## src/rtl/core/khe_pkg.sv

```systemverilog
// khe_pkg: shared types, codes and helper functions for the k-mer hash encoder.
// Used by kmer_hash_encoder, khe_datapath and khe_checker; depends on nothing.
`default_nettype none

package khe_pkg;

	localparam int MAX_K_DEFAULT = 16;
	localparam int SYMBOL_W      = 8;
	localparam int HASH_W        = 33;
	localparam int COUNT_W       = 5;
	localparam int STATUS_W      = 2;

	localparam logic [STATUS_W-1:0] ST_OK       = 2'd0;
	localparam logic [STATUS_W-1:0] ST_BAD_CHAR = 2'd1;
	localparam logic [STATUS_W-1:0] ST_TOO_LONG = 2'd2;

	localparam logic [SYMBOL_W-1:0] CHAR_UC_A = 8'h41;
	localparam logic [SYMBOL_W-1:0] CHAR_UC_C = 8'h43;
	localparam logic [SYMBOL_W-1:0] CHAR_UC_G = 8'h47;
	localparam logic [SYMBOL_W-1:0] CHAR_UC_T = 8'h54;
	localparam logic [SYMBOL_W-1:0] CHAR_LC_A = 8'h61;
	localparam logic [SYMBOL_W-1:0] CHAR_LC_C = 8'h63;
	localparam logic [SYMBOL_W-1:0] CHAR_LC_G = 8'h67;
	localparam logic [SYMBOL_W-1:0] CHAR_LC_T = 8'h74;

	localparam logic [1:0] BASE_A = 2'd0;
	localparam logic [1:0] BASE_C = 2'd1;
	localparam logic [1:0] BASE_G = 2'd2;
	localparam logic [1:0] BASE_T = 2'd3;

	typedef struct packed {
		logic [SYMBOL_W-1:0] symbol;
		logic                last_symbol;
	} khe_in_t;

	typedef struct packed {
		logic [HASH_W-1:0]   forward_hash;
		logic [HASH_W-1:0]   revcomp_hash;
		logic [COUNT_W-1:0]  kmer_length;
		logic [STATUS_W-1:0] status;
	} khe_out_t;

	typedef struct packed {
		logic [COUNT_W-1:0]  count;
		logic [STATUS_W-1:0] err;
	} khe_ctrl_t;

	// Offset (4^len - 4) / 3 = sum of 4^i for i in 1..len-1, kept to HASH_W bits.
	function automatic logic [HASH_W-1:0] length_offset(input logic [COUNT_W-1:0] len);
		logic [HASH_W-1:0] off;
		off = '0;
		for (int j = 2; j < HASH_W; j += 2) begin
			if (COUNT_W'(j / 2) < len) begin
				off[j] = 1'b1;
			end
		end
		return off;
	endfunction

endpackage

`default_nettype wire

```

## src/rtl/core/khe_datapath.sv

```systemverilog
// khe_datapath: decodes one base and forms the next running codes and the result.
// Depends on khe_pkg; purely combinational, registers live in the top level.
`default_nettype none

module khe_datapath #(
	parameter int MAX_K  = khe_pkg::MAX_K_DEFAULT,
	parameter int CODE_W = (2 * MAX_K < khe_pkg::HASH_W) ? 2 * MAX_K : khe_pkg::HASH_W
) (
	input  wire logic [CODE_W-1:0]                 fwd_cur,
	input  wire logic [CODE_W-1:0]                 rev_cur,
	input  wire khe_pkg::khe_ctrl_t                ctrl_cur,
	input  wire logic [khe_pkg::SYMBOL_W-1:0]      symbol,
	output logic      [CODE_W-1:0]                 fwd_next,
	output logic      [CODE_W-1:0]                 rev_next,
	output khe_pkg::khe_ctrl_t                     ctrl_next,
	output khe_pkg::khe_out_t                      result
);
	import khe_pkg::*;

	logic       base_ok;
	logic [1:0] base;
	logic [1:0] comp;
	logic       full;
	logic [HASH_W-1:0] offset;

	always_comb begin
		base_ok = 1'b1;
		base    = BASE_A;
		case (symbol)
			CHAR_UC_A, CHAR_LC_A: base = BASE_A;
			CHAR_UC_C, CHAR_LC_C: base = BASE_C;
			CHAR_UC_G, CHAR_LC_G: base = BASE_G;
			CHAR_UC_T, CHAR_LC_T: base = BASE_T;
			default: base_ok = 1'b0;
		endcase
	end

	assign comp = BASE_T - base;
	assign full = (ctrl_cur.count >= COUNT_W'(MAX_K));

	always_comb begin
		fwd_next  = fwd_cur;
		rev_next  = rev_cur;
		ctrl_next = ctrl_cur;
		if (full) begin
			if (ctrl_cur.err == ST_OK) begin
				ctrl_next.err = ST_TOO_LONG;
			end
		end else begin
			if (!base_ok) begin
				ctrl_next.err = ST_BAD_CHAR;
			end else begin
				fwd_next = (fwd_cur << 2) | CODE_W'(base);
				// drop the complement into the pair selected by the count
				for (int j = 0; j < CODE_W; j++) begin
					if (ctrl_cur.count == COUNT_W'(j / 2)) begin
						rev_next[j] = rev_cur[j] | comp[j % 2];
					end
				end
			end
			ctrl_next.count = ctrl_cur.count + COUNT_W'(1);
		end
	end

	assign offset = length_offset(ctrl_next.count);

	always_comb begin
		result.kmer_length = ctrl_next.count;
		result.status      = ctrl_next.err;
		if (ctrl_next.err != ST_OK) begin
			result.forward_hash = '0;
			result.revcomp_hash = '0;
		end else begin
			result.forward_hash = HASH_W'(fwd_next) + offset;
			result.revcomp_hash = HASH_W'(rev_next) + offset;
		end
	end

endmodule

`default_nettype wire

```

## src/rtl/core/kmer_hash_encoder.sv

```systemverilog
// kmer_hash_encoder: top level of the two-bit k-mer hash encoder.
// Depends on khe_pkg and khe_datapath.
//
// Usage:
//   The sym channel carries one ASCII base per transaction (A, C, G, T in either
//   case) with last_symbol marking the final base of a k-mer. Only a transaction
//   with last_symbol set produces a hash transaction; all others just update the
//   running forward and reverse-complement codes.
//   The hash channel returns forward_hash, revcomp_hash (both length-offset by
//   (4^L-4)/3), kmer_length and status. A bad character or a k-mer longer than
//   MAX_K gives zero hashes and a nonzero status; state clears after every result.
// Path: the input register, then the result register that drives the hash channel.
// Throughput: one base per cycle while no last base is stalled, set by the update of
//   the running code registers between the input register and the result register.
// Stall: while a result waits, bases without the last mark keep flowing; the next
//   last base holds in the input register until the waiting result is taken.
// Reset: arst_n clears both valid flags and all running state; no clearing pass.
`default_nettype none

module kmer_hash_encoder #(
	parameter int MAX_K = khe_pkg::MAX_K_DEFAULT
) (
	input  wire logic              clk,
	input  wire logic              arst_n,
	input  wire logic              sym_valid,
	output logic                   sym_ready,
	input  wire khe_pkg::khe_in_t  sym,
	output logic                   hash_valid,
	input  wire logic              hash_ready,
	output khe_pkg::khe_out_t      hash
);
	import khe_pkg::*;

	localparam int CODE_W = (2 * MAX_K < HASH_W) ? 2 * MAX_K : HASH_W;

	// input register
	logic      valid_s1;
	khe_in_t   sym_s1;

	// running k-mer state
	logic [CODE_W-1:0] fwd_q;
	logic [CODE_W-1:0] rev_q;
	khe_ctrl_t         ctrl_q;

	// result register
	logic      out_valid_q;
	khe_out_t  out_q;

	logic [CODE_W-1:0] fwd_d;
	logic [CODE_W-1:0] rev_d;
	khe_ctrl_t         ctrl_d;
	khe_out_t          result_d;
	logic              advance;

	khe_datapath #(
		.MAX_K  (MAX_K),
		.CODE_W (CODE_W)
	) u_datapath (
		.fwd_cur   (fwd_q),
		.rev_cur   (rev_q),
		.ctrl_cur  (ctrl_q),
		.symbol    (sym_s1.symbol),
		.fwd_next  (fwd_d),
		.rev_next  (rev_d),
		.ctrl_next (ctrl_d),
		.result    (result_d)
	);

	// A last base may only retire when the result register is free or draining.
	assign advance   = valid_s1 && (!sym_s1.last_symbol || !out_valid_q || hash_ready);
	assign sym_ready = !valid_s1 || advance;

	always_ff @(posedge clk or negedge arst_n) begin
		if (!arst_n) begin
			valid_s1 <= 1'b0;
		end else if (sym_ready) begin
			valid_s1 <= sym_valid;
		end
	end

	always_ff @(posedge clk) begin
		if (sym_ready && sym_valid) begin
			sym_s1 <= sym;
		end
	end

	// Advance running state; clear it once the k-mer closes.
	always_ff @(posedge clk or negedge arst_n) begin
		if (!arst_n) begin
			fwd_q  <= '0;
			rev_q  <= '0;
			ctrl_q <= '0;
		end else if (advance) begin
			if (sym_s1.last_symbol) begin
				fwd_q  <= '0;
				rev_q  <= '0;
				ctrl_q <= '0;
			end else begin
				fwd_q  <= fwd_d;
				rev_q  <= rev_d;
				ctrl_q <= ctrl_d;
			end
		end
	end

	always_ff @(posedge clk or negedge arst_n) begin
		if (!arst_n) begin
			out_valid_q <= 1'b0;
		end else if (advance && sym_s1.last_symbol) begin
			out_valid_q <= 1'b1;
		end else if (hash_ready) begin
			out_valid_q <= 1'b0;
		end
	end

	always_ff @(posedge clk) begin
		if (advance && sym_s1.last_symbol) begin
			out_q <= result_d;
		end
	end

	assign hash_valid = out_valid_q;
	assign hash       = out_q;

endmodule

`default_nettype wire

```

## config.mk

```make
export PLATFORM = sky130hd
export DESIGN_NAME = kmer_hash_encoder
export DESIGN_NICKNAME = d
export VERILOG_FILES = /design/src/rtl/core/khe_pkg.sv /design/src/rtl/core/khe_datapath.sv /design/src/rtl/core/kmer_hash_encoder.sv
export SDC_FILE = /design/constraint.sdc
export NUM_CORES = 1
export LEC_CHECK = 0
export ABC_AREA = 0
export BUFFER_PORTS_ARGS = -buffer_cell sky130_fd_sc_hd__buf_2
export CORE_UTILIZATION = 40
export CTS_CLUSTER_SIZE = 25
export DETAILED_ROUTE_END_ITERATION = 8
export HOLD_SLACK_MARGIN = 0.02
export PLACE_DENSITY = 0.63
export SLEW_MARGIN = 20
export SYNTH_ARGS = -nofsm -noshare
export SYNTH_HDL_FRONTEND = slang
export SYNTH_SLANG_ARGS = --single-unit
```

## constraint.sdc

```tcl
create_clock -name clk -period 10.2 [get_ports clk]
set_clock_uncertainty 0.15 [all_clocks]
set_input_delay 0.51 -clock clk [delete_from_list [all_inputs] [get_ports clk]]
set_output_delay 0.51 -clock clk [all_outputs]
set_load 0.01 [all_outputs]
```

==> impl_metrics.json <==
{
  "slew_headroom": 0.315,
  "worst_pin_slew_ns": 1.03,
  "initial_core_util": 0.413,
  "yosys_warnings": 0,
  "crit_path_end_kind": "register",
  "max-vdd-ir-drop_mv": 0.100,
  "syn_inst": 962,
  "grt.total_usage": 0.211,
  "crit_path_max_incr_delay_ns": 0.79,
  "final_cells": 1321,
  "clk_pin_slew_worst_paths_ns": 0.06,
  "synthesis.area_sq_um": 9090,
  "die_area_sq_um": 23300,
  "startpoint_type": "register",
  "synth_cell_types": 65,
  "ys_ff_latch": 154,
  "fin_crit_ns": 5.48,
  "violations": "design-rule violations",
  "critPathKind": "reg2reg",
  "grt_antenna_before_repair": 0,
  "path_common_cell": "ha_1",
  "syn_area_per_cell_sq_um": 9.45,
  "grt_max_degree": 84,
  "status": "finished with violations",
  "clock_latency_ns": 0.43,
  "rsz0062_at_grt": "no",
  "num_rows": 54,
  "vias_per_cell": 5.70,
  "fill_cells": 2110,
  "hp-class": "in2reg",
  "fmax_mhz": 182,
  "root_buffer": "clkbuf_16",
  "dp_cells": 1289,
  "core_area_sq_um": 22000,
  "yosysSeqAreaShare": 0.469,
  "ys_top_cells_by_area": "edfxtp_1 (27%), dfrtp_1 (20%), ha_1 (5.0%)",
  "cts.sinks": 154,
  "hold_viol": 0,
  "synth_ff_type": "edfxtp_1",
  "cp.arrival_ns": 5.50,
  "path_delay_family": "simple AND/OR/NAND/NOR gates",
  "final_max_slew_viol_count": 0,
  "cp_cell_sequence": "ha_1 > nor2b_1 > xnor2_1 > inv_1 > nor2_1 > nand2_1 > ha_1 > a21o_1 > a31oi_1 > or4_1 > and3b_1 > nor4_1 > o21ai_0 > o211a_1 > o211ai_1 > o31ai_1",
  "hold_buffers": 0,
  "async_flop_share": 0.474,
  "vias": 7525,
  "cts_max_path_buffers": 2,
  "worstPathMaxFanout": 11,
  "overflow": 0,
  "hpwl_mm": 16.5,
  "die_w_um": 153,
  "io_pins": 88,
  "utilization": 0.471,
  "yosysMostFrequentCell": "nor2_1",
  "place.gp.congestion": 0.848,
  "ant_nets": 0,
  "htreeDepth": 4,
  "finalSetupViolations": 0,
  "ctsResizeCount": 0,
  "nets": 1077,
  "grt_pass1_vias": 7069,
  "synth.top_cell.area_share": 0.268,
  "crit_buf_inv": 1,
  "wl_mm": 24.0,
  "first_pass_iters": 9,
  "p_per_area_nw_per_um2": 146,
  "cp.required_ns": 10.22,
  "power.leakage_nw": 4.48,
  "drtIter0Drc": 739,
  "cts_tree": "yes",
  "area_delta_synth_final_pct": 14.2,
  "grt_pass1_wl_mm": 38.7,
  "route.detailed.drc": 4,
  "layout_worst_path_cycle_share": 0.537,
  "avgRoutedWirePerCell_um": 18.1,
  "slowest_stage": "nor2b_1",
  "post-cts-setup-buffer-count": 0,
  "finalSetupTns_ns": 0,
  "synth.net_count": 1011,
  "die_h_um": 153,
  "n_antenna_cell": 0,
  "yosysTopAreaCell": "edfxtp_1",
  "port_buffers": 86,
  "cts_made_buffers": 17,
  "synthTopCellsByCount": "nor2_1 (113), nand2_1 (108), edfxtp_1 (81)",
  "cap_violations": 0,
  "synth-edff-count": 81,
  "drive_gt1_frac": 0.145
}
## metrics by stage
stage / total power (W) / instance area (sq um) / setup slack (ns) / hold WS, ns
floorplan: 0.000797 / 9090 / 5.84 / 0.0644
CTS: 0.00153 / 10400 / 4.91 / 0.0906
global placement: 0.000860 / 9780 / 4.96 / 0.327
detailed placement: 0.000862 / 9780 / 4.94 / 0.329
global route: 0.00157 / 10400 / 4.42 / 0.0882
finish: 0.00152 / 10400 / 4.72 / 0.101
## power breakdown
group	switching, W	internal, W	leakage (nW)	total [W]
Clock	0.000263	0.000406	0.289	0.000669
Sequential	0.0000118	0.000676	1.79	0.000687
Combinational	0.000118	0.0000458	2.40	0.000164
## final timing paths
path	cells after the start	start	to	slack, ns
worst max-delay path	16	ctrl_q[2]	hash[70]	4.72
worst min-delay path	1	sym[0]	sym_s1[0]	0.10
worst max register to register	16	ctrl_q[2]	hash[70]	4.72
worst min register to register	2	rev_q[1]	rev_q[1]	0.35
max in group asynchronous	2	arst_n	rev_q[5]	9.08
min in group asynchronous	2	arst_n	fwd_q[21]	0.15
## area by class of cell
type,instances,area [sq um],share of cell area
multi-input combinational,731,4550,0.438
sequential,154,4260,0.410
clock inverter,14,178,0.0171
inverter,26,100,0.00964
timing repair buffer,98,520,0.0501
clock buffer,18,429,0.0413
tap,280,350,0.0337
## metal layers
metal  routed length (um)  GRT usage  share of wire  vias up
li1                     -          -              -     3643
met1                11700      0.304           0.49     3637
met2                10800      0.324           0.45      215
met3                 1130     0.0344          0.047       30
met4                  360     0.0669          0.015        0
met5                    0          0              0        -
## placed cells by master (no fill, tap or decap), types with 25 or more instances in the layout
master / count
a21o_1: 27
nand3_1: 29
xnor2_1: 33
nor2_1: 113
inv_1: 25
edfxtp_1: 81
buf_2: 86
a22o_1: 28
ha_1: 36
dfrtp_1: 73
o21ai_0: 50
a31oi_1: 27
a21oi_1: 76
nand2_1: 108
## registers in the layout (all words and copies together) (netlist names)
register    flops
rev_q          32
hash_valid      1
ctrl_q          7
fwd_q          32
sym_s1          8
hash           73
valid_s1        1
## kinds of logic (layout without fill, tap and decap cells)
family                   count (synthesis)  in the layout  share of synthesized area
adder cells (fa/ha/maj)                 36             36                     0.0496
buffers and inverters                   77            156                     0.0326
multiplexers                             6              6                    0.00702
AND/OR/NAND/NOR                        353            353                      0.183
XOR/XNOR                                49             49                     0.0472
flip-flops                             154            154                      0.469
AO/OA/AOI/OAI                          287            287                      0.212
## worst register-to-register path: cells and delay by family, from the launching register on
family	cells	cell delay [ns]
adders and majority gates	2	0.61
buffers and inverters	1	0.19
DFF	1	0.43
and+or+nand+nor	6	2.58
AOI/OAI and AO/OA	6	0.94
xor gates and xnor gates	1	0.31
Note: power is estimated with default switching activity, not from simulation.
